==> src/rtl/rotary_encoder_front_end_assert.svh <==
// Assertion macros shared by the rotary encoder front end.
`ifndef ROTARY_ENCODER_FRONT_END_ASSERT_SVH
`define ROTARY_ENCODER_FRONT_END_ASSERT_SVH

// Clocked check, masked while reset is asserted.
`define RENC_ASSERT(label, clk, rst_n, prop, msg) \
  label: assert property (@(posedge clk) disable iff (!rst_n) prop) else $error(msg);

// Clocked check that also holds through reset.
`define RENC_ASSERT_ALWAYS(label, clk, prop, msg) \
  label: assert property (@(posedge clk) prop) else $error(msg);

`endif

==> src/rtl/renc_pkg.sv <==
// Types, register codes and the transition table of the rotary encoder front end.
package renc_pkg;

  localparam int unsigned CountW    = 8;
  localparam int unsigned TicksW    = 7;
  localparam int unsigned DebounceW = 16;
  localparam int unsigned TimeW     = 32;
  localparam int unsigned ApbDataW  = 32;
  localparam int unsigned ApbAddrW  = 4;

  localparam logic [TicksW-1:0] TicksMin = 7'd1;
  localparam logic [TicksW-1:0] TicksMax = 7'd64;

  typedef enum logic [1:0] {
    RegTicksPerStep = 2'd0,
    RegDebounceMs   = 2'd1,
    RegPressedLevel = 2'd2,
    RegNone         = 2'd3
  } reg_index_e;

  typedef struct packed {
    logic [TicksW-1:0]    ticks_per_step;
    logic [DebounceW-1:0] debounce_ms;
    logic                 pressed_level;
  } cfg_t;

  typedef struct packed {
    logic                     last_a;
    logic                     last_b;
    logic signed [CountW-1:0] count;
    logic                     last_button_raw;
    logic [TimeW-1:0]         change_time;
    logic                     debounced;
  } state_t;

  typedef struct packed {
    logic             pin_a;
    logic             pin_b;
    logic             button_raw;
    logic [TimeW-1:0] now_ms;
  } sample_t;

  typedef struct packed {
    logic                     step_up;
    logic                     step_down;
    logic                     press_pulse;
    logic                     button_level;
    logic signed [CountW-1:0] residual_count;
  } result_t;

  // Index is {last_a, last_b, pin_a, pin_b}.
  function automatic logic signed [1:0] move_delta(input logic [3:0] idx);
    logic signed [1:0] d;
    case (idx)
      4'b0011, 4'b1100, 4'b1000, 4'b0111: d = 2'sd1;
      4'b1001, 4'b0110, 4'b0010, 4'b1101: d = -2'sd1;
      default:                            d = 2'sd0;
    endcase
    return d;
  endfunction

endpackage

==> src/rtl/renc_in_if.sv <==
// Sample channel: encoder pins, raw button and millisecond time.
interface renc_in_if;
  logic        valid;
  logic        ready;
  logic        pin_a;
  logic        pin_b;
  logic        button_raw;
  logic [31:0] now_ms;

  modport source (output valid, pin_a, pin_b, button_raw, now_ms, input ready);
  modport sink   (input valid, pin_a, pin_b, button_raw, now_ms, output ready);
endinterface

==> src/rtl/renc_out_if.sv <==
// Result channel: step pulses, button state and residual count.
interface renc_out_if;
  logic              valid;
  logic              ready;
  logic              step_up;
  logic              step_down;
  logic              press_pulse;
  logic              button_level;
  logic signed [7:0] residual_count;

  modport source (output valid, step_up, step_down, press_pulse, button_level,
                  residual_count, input ready);
  modport sink   (input valid, step_up, step_down, press_pulse, button_level,
                  residual_count, output ready);
endinterface

==> src/rtl/renc_step.sv <==
// Per-sample update: quadrature table, step extraction and button debounce.
module renc_step
  import renc_pkg::*;
(
  input  cfg_t    cfg_i,
  input  state_t  state_i,
  input  sample_t sample_i,
  output state_t  state_o,
  output result_t result_o
);

  logic [TicksW-1:0]        ticks;
  logic signed [1:0]        delta;
  logic signed [CountW:0]   count_mv;
  logic signed [CountW:0]   ticks_s;
  logic signed [CountW:0]   count_nx;
  logic                     up;
  logic                     down;
  logic [TimeW-1:0]         change_nx;
  logic [TimeW-1:0]         elapsed;
  logic                     deb_nx;
  logic                     pulse;

  always_comb begin
    if (cfg_i.ticks_per_step < TicksMin) begin
      ticks = TicksMin;
    end else if (cfg_i.ticks_per_step > TicksMax) begin
      ticks = TicksMax;
    end else begin
      ticks = cfg_i.ticks_per_step;
    end
  end

  assign delta    = move_delta({state_i.last_a, state_i.last_b,
                                sample_i.pin_a, sample_i.pin_b});
  assign ticks_s  = $signed({2'b00, ticks});
  assign count_mv = {state_i.count[CountW-1], state_i.count}
                  + {{(CountW-1){delta[1]}}, delta};

  always_comb begin
    up       = 1'b0;
    down     = 1'b0;
    count_nx = count_mv;
    if (count_mv >= ticks_s) begin
      count_nx = count_mv - ticks_s;
      up       = 1'b1;
    end else if (count_mv <= -ticks_s) begin
      count_nx = count_mv + ticks_s;
      down     = 1'b1;
    end
  end

  // Debounce tests the raw level held before this sample.
  assign change_nx = (sample_i.button_raw != state_i.last_button_raw) ?
                     sample_i.now_ms : state_i.change_time;
  assign elapsed   = sample_i.now_ms - change_nx;

  always_comb begin
    deb_nx = state_i.debounced;
    pulse  = 1'b0;
    if (elapsed > {{(TimeW-DebounceW){1'b0}}, cfg_i.debounce_ms}) begin
      if (state_i.last_button_raw == cfg_i.pressed_level) begin
        pulse  = ~state_i.debounced;
        deb_nx = 1'b1;
      end else begin
        deb_nx = 1'b0;
      end
    end
  end

  always_comb begin
    state_o.last_a          = sample_i.pin_a;
    state_o.last_b          = sample_i.pin_b;
    state_o.count           = count_nx[CountW-1:0];
    state_o.last_button_raw = sample_i.button_raw;
    state_o.change_time     = change_nx;
    state_o.debounced       = deb_nx;

    result_o.step_up        = up;
    result_o.step_down      = down;
    result_o.press_pulse    = pulse;
    result_o.button_level   = deb_nx;
    result_o.residual_count = count_nx[CountW-1:0];
  end

endmodule

==> src/rtl/rotary_encoder_front_end.sv <==
// Top level of the rotary encoder front end with debounced push button.
//
// Usage:
//   in_ch  : one item per sample of pin A, pin B, the raw button and now_ms.
//   out_ch : one item per input item: step up/down pulses, the press pulse,
//            the debounced button level and the residual position count.
//   APB    : ticks_per_step at 0x0, debounce_ms at 0x4, pressed_level at 0x8.
//            pready is tied high; reads return the stored value.
// Timing:
//   An item is held in the input register, is evaluated by the
//   step logic and lands in the result register, which drives
//   out_ch.valid. One item per cycle is sustained while out_ch.ready stays
//   high; the only loop is the state update of the step logic.
// Reset:
//   rst_ni clears both pipeline valids, the encoder and button state and
//   loads the register defaults (4, 50, 0).
// Stalls:
//   While out_ch.ready is low the result register holds, the input register
//   keeps one more item, and in_ch.ready drops only once both are full.
//   Configuration changes take effect on the next item evaluated.
module rotary_encoder_front_end
  import renc_pkg::*;
(
  input  logic                clk_i,
  input  logic                rst_ni,
  renc_in_if.sink             in_ch,
  renc_out_if.source          out_ch,
  input  logic                psel,
  input  logic                penable,
  input  logic                pwrite,
  input  logic [ApbAddrW-1:0] paddr,
  input  logic [ApbDataW-1:0] pwdata,
  output logic [ApbDataW-1:0] prdata,
  output logic                pready
);

  `include "rotary_encoder_front_end_assert.svh"

  // ---------------- configuration registers ----------------
  cfg_t       cfg_q, cfg_d;
  reg_index_e reg_idx;
  logic       cfg_wr;

  assign pready  = 1'b1;
  assign reg_idx = reg_index_e'(paddr[ApbAddrW-1:2]);
  assign cfg_wr  = psel & penable & pwrite & pready;

  always_comb begin
    cfg_d = cfg_q;
    if (cfg_wr) begin
      unique case (reg_idx)
        RegTicksPerStep: cfg_d.ticks_per_step = pwdata[TicksW-1:0];
        RegDebounceMs:   cfg_d.debounce_ms    = pwdata[DebounceW-1:0];
        RegPressedLevel: cfg_d.pressed_level  = pwdata[0];
        default:         cfg_d = cfg_q;
      endcase
    end
  end

  always_comb begin
    unique case (reg_idx)
      RegTicksPerStep: prdata = {{(ApbDataW-TicksW){1'b0}}, cfg_q.ticks_per_step};
      RegDebounceMs:   prdata = {{(ApbDataW-DebounceW){1'b0}}, cfg_q.debounce_ms};
      RegPressedLevel: prdata = {{(ApbDataW-1){1'b0}}, cfg_q.pressed_level};
      default:         prdata = '0;
    endcase
  end

  always_ff @(posedge clk_i or negedge rst_ni) begin
    if (!rst_ni) begin
      cfg_q.ticks_per_step <= 7'd4;
      cfg_q.debounce_ms    <= 16'd50;
      cfg_q.pressed_level  <= 1'b0;
    end else begin
      cfg_q <= cfg_d;
    end
  end

  // ---------------- pipeline control ----------------
  logic    in_valid_q, in_valid_d;
  logic    out_valid_q, out_valid_d;
  logic    in_take;
  logic    advance;
  sample_t sample_q;
  result_t result_q;
  result_t result_nx;
  state_t  state_q, state_nx;

  // Input register moves on whenever the result slot is free or draining.
  assign advance        = in_valid_q & (~out_valid_q | out_ch.ready);
  assign in_ch.ready    = ~in_valid_q | advance;
  assign in_take        = in_ch.valid & in_ch.ready;

  always_comb begin
    in_valid_d = in_valid_q;
    if (in_take) begin
      in_valid_d = 1'b1;
    end else if (advance) begin
      in_valid_d = 1'b0;
    end
    out_valid_d = out_valid_q;
    if (advance) begin
      out_valid_d = 1'b1;
    end else if (out_ch.ready) begin
      out_valid_d = 1'b0;
    end
  end

  always_ff @(posedge clk_i or negedge rst_ni) begin
    if (!rst_ni) begin
      in_valid_q  <= 1'b0;
      out_valid_q <= 1'b0;
      state_q     <= '0;
    end else begin
      in_valid_q  <= in_valid_d;
      out_valid_q <= out_valid_d;
      if (advance) begin
        state_q <= state_nx;
      end
    end
  end

  // Payload registers, no reset needed.
  always_ff @(posedge clk_i) begin
    if (in_take) begin
      sample_q.pin_a      <= in_ch.pin_a;
      sample_q.pin_b      <= in_ch.pin_b;
      sample_q.button_raw <= in_ch.button_raw;
      sample_q.now_ms     <= in_ch.now_ms;
    end
    if (advance) begin
      result_q <= result_nx;
    end
  end

  renc_step u_step (
    .cfg_i    (cfg_q),
    .state_i  (state_q),
    .sample_i (sample_q),
    .state_o  (state_nx),
    .result_o (result_nx)
  );

  assign out_ch.valid          = out_valid_q;
  assign out_ch.step_up        = result_q.step_up;
  assign out_ch.step_down      = result_q.step_down;
  assign out_ch.press_pulse    = result_q.press_pulse;
  assign out_ch.button_level   = result_q.button_level;
  assign out_ch.residual_count = result_q.residual_count;

  // ---------------- assertions ----------------
  `RENC_ASSERT(a_one_step_dir, clk_i, rst_ni,
               out_valid_q |-> !(result_q.step_up && result_q.step_down),
               "step up and step down in the same item")
  `RENC_ASSERT(a_pulse_level, clk_i, rst_ni,
               out_valid_q && result_q.press_pulse |-> result_q.button_level,
               "press pulse without debounced level")
  `RENC_ASSERT(a_count_range, clk_i, rst_ni,
               advance |=> (result_q.residual_count >= -8'sd64) &&
                           (result_q.residual_count <= 8'sd64),
               "residual count out of range")
  `RENC_ASSERT(a_hold_pending, clk_i, rst_ni,
               in_valid_q && out_valid_q && !out_ch.ready |=> in_valid_q,
               "pending item dropped while output stalled")

endmodule
==> src/flat_wrapper.sv <==
// flat-port wrapper written by rule: the top's interface ports become plain ports
module rotary_encoder_front_end_flat import renc_pkg::*;
  (clk_i, rst_ni, psel, penable, pwrite, paddr, pwdata, prdata, pready, in_ch_valid, in_ch_pin_a, in_ch_pin_b, in_ch_button_raw, in_ch_now_ms, in_ch_ready, out_ch_valid, out_ch_step_up, out_ch_step_down, out_ch_press_pulse, out_ch_button_level, out_ch_residual_count, out_ch_ready);
  renc_in_if in_ch_i ();
  renc_out_if out_ch_i ();
  input  logic clk_i;
  input  logic rst_ni;
  input  logic psel;
  input  logic penable;
  input  logic pwrite;
  input  logic [ApbAddrW-1:0] paddr;
  input  logic [ApbDataW-1:0] pwdata;
  output logic [ApbDataW-1:0] prdata;
  output logic pready;
  input wire logic [$bits(in_ch_i.valid)-1:0] in_ch_valid;
  input wire logic [$bits(in_ch_i.pin_a)-1:0] in_ch_pin_a;
  input wire logic [$bits(in_ch_i.pin_b)-1:0] in_ch_pin_b;
  input wire logic [$bits(in_ch_i.button_raw)-1:0] in_ch_button_raw;
  input wire logic [$bits(in_ch_i.now_ms)-1:0] in_ch_now_ms;
  output wire logic [$bits(in_ch_i.ready)-1:0] in_ch_ready;
  output wire logic [$bits(out_ch_i.valid)-1:0] out_ch_valid;
  output wire logic [$bits(out_ch_i.step_up)-1:0] out_ch_step_up;
  output wire logic [$bits(out_ch_i.step_down)-1:0] out_ch_step_down;
  output wire logic [$bits(out_ch_i.press_pulse)-1:0] out_ch_press_pulse;
  output wire logic [$bits(out_ch_i.button_level)-1:0] out_ch_button_level;
  output wire logic [$bits(out_ch_i.residual_count)-1:0] out_ch_residual_count;
  input wire logic [$bits(out_ch_i.ready)-1:0] out_ch_ready;
  assign in_ch_i.valid = in_ch_valid;
  assign in_ch_i.pin_a = in_ch_pin_a;
  assign in_ch_i.pin_b = in_ch_pin_b;
  assign in_ch_i.button_raw = in_ch_button_raw;
  assign in_ch_i.now_ms = in_ch_now_ms;
  assign in_ch_ready = in_ch_i.ready;
  assign out_ch_valid = out_ch_i.valid;
  assign out_ch_step_up = out_ch_i.step_up;
  assign out_ch_step_down = out_ch_i.step_down;
  assign out_ch_press_pulse = out_ch_i.press_pulse;
  assign out_ch_button_level = out_ch_i.button_level;
  assign out_ch_residual_count = out_ch_i.residual_count;
  assign out_ch_i.ready = out_ch_ready;
  rotary_encoder_front_end u_core (.clk_i(clk_i), .rst_ni(rst_ni), .in_ch(in_ch_i), .out_ch(out_ch_i), .psel(psel), .penable(penable), .pwrite(pwrite), .paddr(paddr), .pwdata(pwdata), .prdata(prdata), .pready(pready));
endmodule
==> config.mk <==
export PLATFORM = sky130hd
export DESIGN_NAME = rotary_encoder_front_end_flat
export DESIGN_NICKNAME = d
export VERILOG_FILES = /design/src/rtl/renc_pkg.sv /design/src/rtl/renc_in_if.sv /design/src/rtl/renc_out_if.sv /design/src/rtl/renc_step.sv /design/src/rtl/rotary_encoder_front_end.sv /design/src/flat_wrapper.sv
export VERILOG_INCLUDE_DIRS = /design/src /design/src/rtl
export SDC_FILE = /design/constraint.sdc
export NUM_CORES = 1
export LEC_CHECK = 0
export ABC_CLOCK_PERIOD_IN_PS = 6600
export BUFFER_PORTS_ARGS = -buffer_cell sky130_fd_sc_hd__buf_4
export CAP_MARGIN = 20
export CORE_UTILIZATION = 53
export CTS_CLUSTER_SIZE = 10
export DETAILED_ROUTE_END_ITERATION = 10
export GPL_TIMING_DRIVEN = 0
export PLACE_DENSITY = 0.78
export SKIP_LAST_GASP = 1
export SLEW_MARGIN = 25
export SYNTH_ARGS = -nofsm -noshare
export SYNTH_HDL_FRONTEND = slang
export SYNTH_SLANG_ARGS = --single-unit
==> constraint.sdc <==
create_clock -name clk_i -period 6.6 [get_ports clk_i]
set_clock_uncertainty 0.1 [all_clocks]
set_input_delay 0.33 -clock clk_i [delete_from_list [all_inputs] [get_ports clk_i]]
set_output_delay 0.33 -clock clk_i [all_outputs]
set_load 0.05 [all_outputs]
==> flow_metrics.py, run 1 <==
metrics = {
    "worst_setup_path": {
        "slowest_stage": "or4b_4",
        "path_buf_inv": 4,
        "cp-start-kind": "flop",
        "cp_slowest_stage_delay_ns": 0.57,
        "crit_chain": "buf_4 -> xor2_4 -> clkbuf_4 -> buf_2 -> buf_6 -> mux2i_1 -> ha_1 -> and2_1 -> and2_1 -> a21oi_2 -> xnor2_1 -> ha_1 -> nor2b_1 -> o21ai_0 -> o21ai_0 -> o31a_1 -> or4_1 -> or4_1 -> or4b_4 -> nor4_4 -> mux2_4",
        "r2r_setup_slack_ns": 0.23,
        "worstSetupPathType": "reg2reg",
        "cp_data_required_time_ns": 6.67,
        "endpoint_kind": "flop",
        "critical_path.top_delay_family": "simple AND/OR/NAND/NOR gates",
        "cp.arrival_ns": 6.44,
        "crit_fanout": 10,
    },
    "placed_design": {
        "io_buffers": 89,
        "place_hpwl_um": 17000,
        "place_ws_ns": -1.26,
        "routabilityCongestion": 0.918,
    },
    "final_layout": {
        "final_cell_mix": "118 x buf_4, 87 x nand2_1, 66 x ha_1",
        "nets": 1286,
        "diodes": 0,
        "area_growth_pct": 25.2,
        "finish.utilization_pct": 69.0,
        "drive_above_1_share_pct": 20.7,
        "final_common_cell": "buf_4",
    },
    "timing": {
        "hold_viol_final": 0,
        "holdWs_ns": 0.00871,
        "fin_crit_ns": 6.37,
        "slew_viol_final": 0,
        "relSlewSlack_pct": 37.7,
        "fin_crit_sh_pct": 96.5,
        "setup_viol": 0,
        "tns_ns": 0,
        "max_freq_mhz": 157,
        "worst_pin_slew_ns": 0.935,
        "worst_slack_ns": 0.234,
        "grt_setup_unrepaired": "false",
    },
    "floorplanning": {
        "core_area_mm2": 0.0161,
        "die_area_mm2": 0.0173,
        "die_h_um": 132,
        "dieWidth_um": 132,
        "row_count": 46,
        "start_util_pct": 55.2,
        "io_pins": 125,
    },
    "logic_synthesis": {
        "ys_seq_elements": 116,
        "seq_area_frac_synth_pct": 35.4,
        "synthFlopType": "dfrtp_1",
        "synth_cell_type_count": 81,
        "synth_edf_count": 47,
        "syn_area_mm2": 0.00889,
        "syn_inst": 963,
        "yosysWarnings": 0,
        "async_flop_share_pct": 59.5,
        "avgSynthCellArea_um2": 9.23,
    },
    "route": {
        "ant_nets": 0,
        "wl_per_cell_um": 17.4,
        "drc_errors": 0,
        "via_count": 8091,
        "drt-initial-drc-count": 729,
        "dr.pass1.iters": 5,
        "viasPerCell": 5.92,
        "drt-total-wl_um": 23700,
    },
    "worst_hold_path": {
        "hp-class": "in2reg",
    },
    "clock_tree": {
        "cts_buffers": 17,
        "tritoncts": "done",
        "htreeDepth": 4,
        "clk_latency_ns": 0.43,
        "cts_sinks": 116,
        "root_buffer": "clkbuf_16",
        "clk_pin_slew_worst_paths_ns": 0.06,
        "cts_max_path_buffers": 2,
    },
    "global_route": {
        "grt_pass1_wl_um": 38000,
        "grt_max_degree": 70,
        "antenna_found_initial": 0,
        "grt_usage_pct": 27.5,
        "gr-total-overflow": 0,
        "grt_pass1_vias": 7599,
    },
    "power_and_ir_drop": {
        "ir_worst_vdd_mv": 0.247,
        "leakage_uw": 0.00487,
        "total_power_uw": 5240,
        "power_density_mw_per_mm2": 471,
    },
    "outcome": {
        "status": "complete, no violations",
    },
    "job": {
        "cap_viol_max_count": 0,
    },
}
[cell families (layout without fill, tap and decap cells)]
logic type / count (synthesis) / after routing / share of synthesized area (%)
compound gates: 260 / 260 / 19.4
mux: 69 / 69 / 8.32
fa+ha+maj: 79 / 79 / 11.1
xor+xnor: 32 / 32 / 3.24
other cells: 2 / 18 / 0.0845
flops: 116 / 116 / 35.4
simple gates: 296 / 296 / 17.1
buf+inv: 109 / 280 / 5.42
[metrics by stage]
step                      std cells  area (um2)
after floorplan                 979        8960
after global placement         1284        9900
after detailed placement       1285        9920
after CTS                      1359       11000
after global routing           1366       11100
final                          1366       11100
[routing by layer]
metal | vias to the layer above | track usage, % | wire length, um | part of all wire, %
met5 | - | 0 | 0 | 0
met4 | 0 | 9.50 | 511 | 2.2
met3 | 46 | 6.33 | 1760 | 7.4
met2 | 345 | 42.4 | 10600 | 45
met1 | 3828 | 37.7 | 10800 | 46
li1 | 3872 | - | - | -
[report_power, final]
group          switching, uW  internal (uW)  total, uW
Clock                    346            600        946
Sequential               130            998       1130
Combinational           1910           1260       3170
[worst min-delay path, delay by kind of cell]
kind                   cells  cell delay [ns]
and+or+nand+nor            1             0.03
AOI/OAI and AO/OA          1             0.06
buffers and inverters      1             0.08
[cell type report]
type,count,area (um2)
inverters,54,203
plain buffers,55,308
repair buffers,139,1150
clock buffers,24,567
fillers,1284,4990
well taps,216,270
multi-input cells,754,5430
flip-flops and latches,116,3140
clock inverters,8,53.8
[state kept, by name, summed over array words and instances (netlist names)]
register                      count
u_core.cfg_q                     24
u_core.in_valid_q                 1
u_core.out_ch.button_level        1
u_core.out_ch.press_pulse         1
u_core.out_ch.residual_count      8
u_core.out_ch.step_down           1
u_core.out_ch.step_up             1
u_core.out_ch.valid               1
u_core.sample_q                  35
u_core.state_q                   43
[synthesized netlist by cell type, drive strengths merged, types with 12 or more instances]
cell type  count  share of area [%]
buf           24                1.8
o21ai         66                3.7
nor2b         16                1.1
a21oi         58                3.3
clkbuf        31                1.3
o21a          15                1.3
edfxtp        47                 16
nand4         16                1.1
mux2i         30                3.4
xor2          12                1.3
nand2b        23                1.6
a21o          19                1.6
dfrtp         65                 18
nand2         88                3.7
mux2          39                4.9
ha            68                9.6
and2          16                1.1
inv           52                2.2
nand3         13               0.73
nor3          20                1.2
nor2          60                2.5
xnor2         20                2.0
a211oi        12                1.0
a31oi         13               0.91
[repair_timing]
action                                  CTS  global route
hold buffers                             37             0
buffers inserted                          5             7
gates resized for setup                  14            21
pin swaps                                 4             8
hold endpoints to repair                101             0
endpoints found under the setup margin    3             3
[final timing paths]
| kind | start | to | depth (start not counted) |
|---|---|---|---|
| max in group asynchronous | rst_ni | u_core.state_q[33] | 2 |
| setup reg to reg | u_core.state_q[33] | u_core.out_ch.button_level | 21 |
| hold / removal | pwdata[15] | u_core.cfg_q[16] | 3 |
| min in group asynchronous | rst_ni | u_core.state_q[41] | 2 |
| setup / recovery | u_core.state_q[33] | u_core.out_ch.button_level | 21 |
| hold reg to reg | u_core.state_q[39] | u_core.state_q[39] | 2 |
(Power assumes the default switching activity.)
==> run 2: changes to the inputs <==
--- a/config.mk
+++ b/config.mk
@@ -6,14 +6,14 @@
 export SDC_FILE = /design/constraint.sdc
 export NUM_CORES = 1
 export LEC_CHECK = 0
-export ABC_CLOCK_PERIOD_IN_PS = 6600
+export ABC_CLOCK_PERIOD_IN_PS = 7900
 export BUFFER_PORTS_ARGS = -buffer_cell sky130_fd_sc_hd__buf_4
 export CAP_MARGIN = 20
-export CORE_UTILIZATION = 53
+export CORE_UTILIZATION = 60
 export CTS_CLUSTER_SIZE = 10
 export DETAILED_ROUTE_END_ITERATION = 10
 export GPL_TIMING_DRIVEN = 0
-export PLACE_DENSITY = 0.78
+export PLACE_DENSITY = 0.83
 export SKIP_LAST_GASP = 1
 export SLEW_MARGIN = 25
 export SYNTH_ARGS = -nofsm -noshare
==> constraint.sdc (replaced) <==
create_clock -name clk_i -period 7.9 [get_ports clk_i]
set_clock_uncertainty 0.1 [all_clocks]
set_input_delay 0.395 -clock clk_i [delete_from_list [all_inputs] [get_ports clk_i]]
set_output_delay 0.395 -clock clk_i [all_outputs]
set_load 0.05 [all_outputs]
==> run 2 against run 1 <==
Against the previous run: the run now ends with hold timing left; routed wire length is 0.60% lower; final cell count fell by 5.9%; worst hold slack lost 0.0089 ns; critical path type unchanged; largest cell class unchanged.
==> flow_metrics.py, run 2 (same netlist as run 1, synthesis figures left out) <==
metrics = {
    "outcome": {
        "status": "finished with violations",
        "violations": "hold timing",
    },
    "placed_design": {
        "place_hpwl_um": 17300,
        "io_buffers": 89,
        "dp.cells": 1253,
        "place_ws_ns": -0.199,
        "routabilityCongestion": 0.971,
    },
    "final_layout": {
        "fin_cells": 1285,
        "reg.largest.list": "u_core.state_q x43, u_core.sample_q x35, u_core.cfg_q x24",
        "regMostFlops": "u_core.state_q",
        "nets": 1237,
        "nFillCells": 1121,
        "largest_reg_flops": 43,
        "drive_above_1_share_pct": 18.9,
        "diodes": 0,
        "final_common_cell": "buf_4",
        "final_cell_mix": "106 x buf_4, 88 x nand2_1, 68 x ha_1",
        "area_growth_pct": 18.5,
    },
    "route": {
        "drt-initial-drc-count": 813,
        "drt-total-wl_um": 23600,
        "viasPerCell": 6.22,
        "via_count": 7996,
        "wl_per_cell_um": 18.3,
        "ant_nets": 0,
        "drc_errors": 0,
        "dr.pass1.iters": 8,
    },
    "floorplanning": {
        "core_area_mm2": 0.0145,
        "dieWidth_um": 124,
        "io_pins": 125,
        "die_area_mm2": 0.0153,
        "start_util_pct": 61.4,
        "row_count": 44,
        "die_h_um": 124,
    },
    "clock_tree": {
        "cts_sinks": 116,
        "cts_buffers": 17,
        "clk_latency_ns": 0.43,
        "tritoncts": "done",
        "root_buffer": "clkbuf_16",
        "htreeDepth": 4,
        "clk_pin_slew_worst_paths_ns": 0.06,
        "cts_max_path_buffers": 2,
    },
    "worst_setup_path": {
        "r2r-end": "u_core.out_ch.button_level",
        "crit_top_cell": "clkbuf_1",
        "worst_r2r_path_depth": 20,
        "crit_fanout": 10,
        "crit_chain": "xor2_2 -> clkbuf_1 -> clkbuf_1 -> clkbuf_1 -> mux2i_1 -> ha_1 -> a21oi_1 -> o31ai_1 -> a21oi_1 -> xnor2_1 -> ha_1 -> nor2b_1 -> o21ai_0 -> o21ai_0 -> o31a_1 -> or4_1 -> or4_1 -> or4b_4 -> nor4_4 -> mux2_1",
        "worstSetupPathType": "reg2reg",
        "crit_end": "u_core.out_ch.button_level",
        "slowest_stage": "clkbuf_1",
        "r2r_setup_slack_ns": 0.30,
        "endpoint_kind": "flop",
        "cp_data_required_time_ns": 7.97,
        "cp-start-kind": "flop",
        "setup.worst_path.start": "u_core.sample_q[32]",
        "cp.arrival_ns": 7.67,
        "cp_slowest_stage_delay_ns": 0.67,
        "worstReg2RegStart": "u_core.sample_q[32]",
    },
    "job": {
        "cap_viol_max_count": 0,
    },
    "global_route": {
        "grt_usage_pct": 32.0,
        "grt_pass1_wl_um": 37000,
        "grt_pass1_vias": 7376,
        "gr-total-overflow": 0,
        "antenna_found_initial": 0,
        "grt_max_degree": 70,
    },
    "timing": {
        "worst_pin_slew_ns": 0.929,
        "setup_viol": 0,
        "fin_crit_sh_pct": 96.1,
        "max_freq_mhz": 132,
        "hold_viol_final": 1,
        "holdWs_ns": -0.000167,
        "fin_crit_ns": 7.60,
        "relSlewSlack_pct": 38.1,
        "grt_setup_unrepaired": "false",
        "worst_slack_ns": 0.305,
        "slew_viol_final": 0,
    },
    "power_and_ir_drop": {
        "power_density_mw_per_mm2": 414,
        "total_power_uw": 4360,
        "ir_worst_vdd_mv": 0.194,
        "leakage_uw": 0.00462,
    },
    "worst_hold_path": {
        "hp-class": "in2async",
    },
}
==> run 2: cell count changes in the layout (fill, tap and decap cells not counted), sizes merged <==
cell / delta
clkinv: +1
buf: -16
clkbuf: +4
inv: -3
dlygate4sd3: -37
bufinv: +2
==> run 2: cell type report <==
type | instances | area (um2) | share of cell area, %
Sequential cell | 116 | 3140 | 29.8
Clock inverter | 8 | 92.6 | 0.879
Tap cell | 184 | 230 | 2.19
Timing Repair Buffer | 90 | 688 | 6.53
Inverter | 54 | 203 | 1.92
Buffer | 55 | 282 | 2.67
Multi-Input combinational cell | 754 | 5360 | 50.9
Clock buffer | 24 | 534 | 5.07
==> run 2: metrics by stage <==
stage                     utilization, %  TNS, ns  area [um2]
after detailed placement            68.2   -0.199        9870
after CTS                           72.6        0       10500
after floorplan                        -        0        8950
after global routing                72.8        0       10500
after global placement              68.0   -0.111        9850
final                               72.8        0       10500
==> run 2: power by group <==
part	leakage (uW)	switching (uW)	internal [uW]
clock network	0.000312	277	532
logic	0.00305	1600	1000
registers	0.00127	110	834
==> run 2: worst min-delay path by stage <==
| stage | slack (ns) | end | cells past startpoint |
|---|---|---|---|
| finish | -0.0002 | u_core.state_q[8] | 1 |
| global route | 0.02 | u_core.sample_q[10] | 1 |
| CTS | 0.03 | u_core.sample_q[12] | 1 |
| detailed placement | 0.37 | u_core.state_q[39] | 2 |
| global placement | 0.37 | u_core.state_q[1] | 2 |
| floorplan | -0.0006 | u_core.cfg_q[0] | 0 |
==> run 2: worst max-delay path, delay by kind of cell (launching register included) <==
kind | cells | cell delay, ns
muxes | 2 | 0.64
adders and majority gates | 2 | 0.60
and+or+nand+nor | 5 | 2.13
AOI/OAI and AO/OA | 6 | 1.19
buffers and inverters | 3 | 1.51
xor gates and xnor gates | 2 | 0.67
DFF | 1 | 0.51
==> run 2: repair_timing <==
item / CTS / global route
setup endpoints to repair: 1 / 3
endpoints found under the hold margin: 0 / 0
hold buffers: 0 / 0
gates resized for setup: 1 / 5
setup buffers: 0 / 0
==> run 2: layer usage <==
metal  wire (um)  vias to the layer above  GRT usage [%]
met1       10500                     3838           43.2
li1            -                     3767              -
met2       10700                      347           49.4
met4         463                        0           12.0
met3        1910                       44           7.97
met5           0                        -              0
==> run 3: changes to the inputs <==
--- a/config.mk
+++ b/config.mk
@@ -6,7 +6,7 @@
 export SDC_FILE = /design/constraint.sdc
 export NUM_CORES = 1
 export LEC_CHECK = 0
-export ABC_CLOCK_PERIOD_IN_PS = 7900
+export ABC_CLOCK_PERIOD_IN_PS = 9800
 export BUFFER_PORTS_ARGS = -buffer_cell sky130_fd_sc_hd__buf_4
 export CAP_MARGIN = 20
 export CORE_UTILIZATION = 60
==> constraint.sdc (replaced) <==
create_clock -name clk_i -period 9.8 [get_ports clk_i]
set_clock_uncertainty 0.1 [all_clocks]
set_input_delay 0.49 -clock clk_i [delete_from_list [all_inputs] [get_ports clk_i]]
set_output_delay 0.49 -clock clk_i [all_outputs]
set_load 0.05 [all_outputs]
==> run 3 against run 2 <==
Against the previous run: the run now ends clean; combinational power decreased by 20%; cell area decreased by 0.32%; die area unchanged; global-route usage about the same; critical path depth increased by 5; clock power decreased by 20%; register-to-register slack improved by 1.3 ns; count of clock-buffer cells in the layout unchanged; flip-flop and latch count unchanged; fmax decreased by 7.7%; setup slack improved by 1.3 ns; sequential share of layout area increased by 0.096 points; critical path type unchanged; largest cell class unchanged; largest power group unchanged.
==> flow_metrics.py, run 3 (same netlist as run 1, synthesis figures left out) <==
metrics = {
    "outcome": {
        "status": "complete, no violations",
    },
    "timing": {
        "fin_crit_ns": 8.23,
        "setup_viol": 0,
        "grt_setup_unrepaired": "false",
        "slew_viol_final": 0,
        "fin_crit_sh_pct": 84.0,
        "max_freq_mhz": 121,
        "worst_pin_slew_ns": 0.922,
        "hold_viol_final": 0,
        "tns_ns": 0,
        "relSlewSlack_pct": 38.6,
    },
    "worst_setup_path": {
        "worstSetupPathType": "reg2reg",
        "cp.arrival_ns": 8.30,
        "worstReg2RegStart": "u_core.sample_q[32]",
        "cp_data_required_time_ns": 9.87,
        "crit_fanout": 10,
        "slowest_stage": "xnor2_1",
        "worst_r2r_path_depth": 25,
        "r2r_setup_slack_ns": 1.57,
        "setup.worst_path.start": "u_core.sample_q[32]",
        "r2r-end": "u_core.out_ch.button_level",
        "crit_top_cell": "ha_1",
        "cp_slowest_stage_delay_ns": 0.75,
        "cp-start-kind": "flop",
        "endpoint_kind": "flop",
    },
    "floorplanning": {
        "dieWidth_um": 124,
        "die_h_um": 124,
        "die_area_mm2": 0.0153,
        "core_area_mm2": 0.0145,
        "start_util_pct": 61.4,
        "io_pins": 125,
        "row_count": 44,
    },
    "final_layout": {
        "area_growth_pct": 18.1,
        "finish.utilization_pct": 72.5,
        "reg.largest.list": "u_core.state_q x43, u_core.sample_q x35, u_core.cfg_q x24",
        "regMostFlops": "u_core.state_q",
        "drive_above_1_share_pct": 18.5,
        "diodes": 0,
        "final_cell_mix": "106 x buf_4, 88 x nand2_1, 68 x ha_1",
        "largest_reg_flops": 43,
        "fin_area_mm2": 0.0105,
        "final_common_cell": "buf_4",
        "nets": 1237,
    },
    "clock_tree": {
        "clk_pin_slew_worst_paths_ns": 0.06,
        "cts_max_path_buffers": 2,
        "postCtsSetupBuffers": 0,
        "cts_sinks": 116,
        "ctsHoldBuffers": 0,
        "root_buffer": "clkbuf_16",
        "cts_buffers": 17,
        "htreeDepth": 4,
        "tritoncts": "done",
        "postCtsResizedCells": 0,
        "clk_latency_ns": 0.43,
    },
    "route": {
        "via_count": 7976,
        "drt-initial-drc-count": 786,
        "drt-total-wl_um": 23400,
        "ant_nets": 0,
        "viasPerCell": 6.21,
        "dr.pass1.iters": 6,
        "drc_errors": 0,
        "wl_per_cell_um": 18.2,
    },
    "placed_design": {
        "place_hpwl_um": 17300,
        "routabilityCongestion": 0.971,
        "dpl-instance-area_mm2": 0.00987,
        "io_buffers": 89,
    },
    "global_route": {
        "met3_usage_pct": 7.97,
        "grt_usage_pct": 31.9,
        "grt_pass1_vias": 7372,
        "met1_usage_pct": 43.2,
        "antenna_found_initial": 0,
        "gr-total-overflow": 0,
        "busiest_layer": "met2",
        "grt.met2_usage_pct": 49.2,
        "grt_pass1_wl_um": 37000,
        "grt_max_degree": 70,
    },
    "power_and_ir_drop": {
        "ir_worst_vdd_mv": 0.156,
        "power_density_mw_per_mm2": 334,
        "total_power_uw": 3500,
        "leakage_uw": 0.00461,
    },
    "job": {
        "cap_viol_max_count": 0,
    },
    "worst_hold_path": {
        "hp-class": "in2async",
    },
}
## run 3: layout make-up
type | instances | area (um2)
Fill cell | 1125 | 3980
Inverter | 54 | 203
Buffer | 55 | 280
Tap cell | 184 | 230
Multi-Input combinational cell | 754 | 5330
Clock buffer | 24 | 534
Clock inverter | 8 | 92.6
Sequential cell | 116 | 3140
Timing Repair Buffer | 90 | 688
## run 3: where the power goes
group	total, uW	switching [uW]	internal, uW
Clock	652	223	429
Combinational	2090	1290	805
Sequential	759	87.2	672
Total	3500	1600	1910
## run 3: critical path, delay by kind of cell (launching register included)
kind,cells,cell delay [ns]
flip-flops,1,0.46
XOR/XNOR,2,0.90
buffers and inverters,3,0.92
multiplexers,1,0.36
AO/OA/AOI/OAI,7,1.41
AND/OR/NAND/NOR,9,3.04
adder cells (fa/ha/maj),3,0.81
## run 3: per-stage QoR
step,hold WS (ns),instances,worst slack (ns)
detailed placement,0.375,1253,1.70
finish,0.0953,1285,1.57
CTS,0.125,1285,1.71
global route,0.119,1285,1.17
global placement,0.366,1252,1.79
floorplan,0.0944,979,3.02
## run 3: how the worst max path moves through the flow
stage                                 endpoint  slack, ns
floorplan           u_core.out_ch.button_level       3.02
global placement    u_core.out_ch.button_level       1.79
detailed placement  u_core.out_ch.button_level       1.70
CTS                 u_core.out_ch.button_level       1.71
global route        u_core.out_ch.button_level       1.17
finish              u_core.out_ch.button_level       1.57
## run 3: layer usage
layer  wire (um)  share of wire [%]
met4         484                2.1
met3        2080                8.9
met1       10300                 44
met2       10500                 45
met5           0                  0
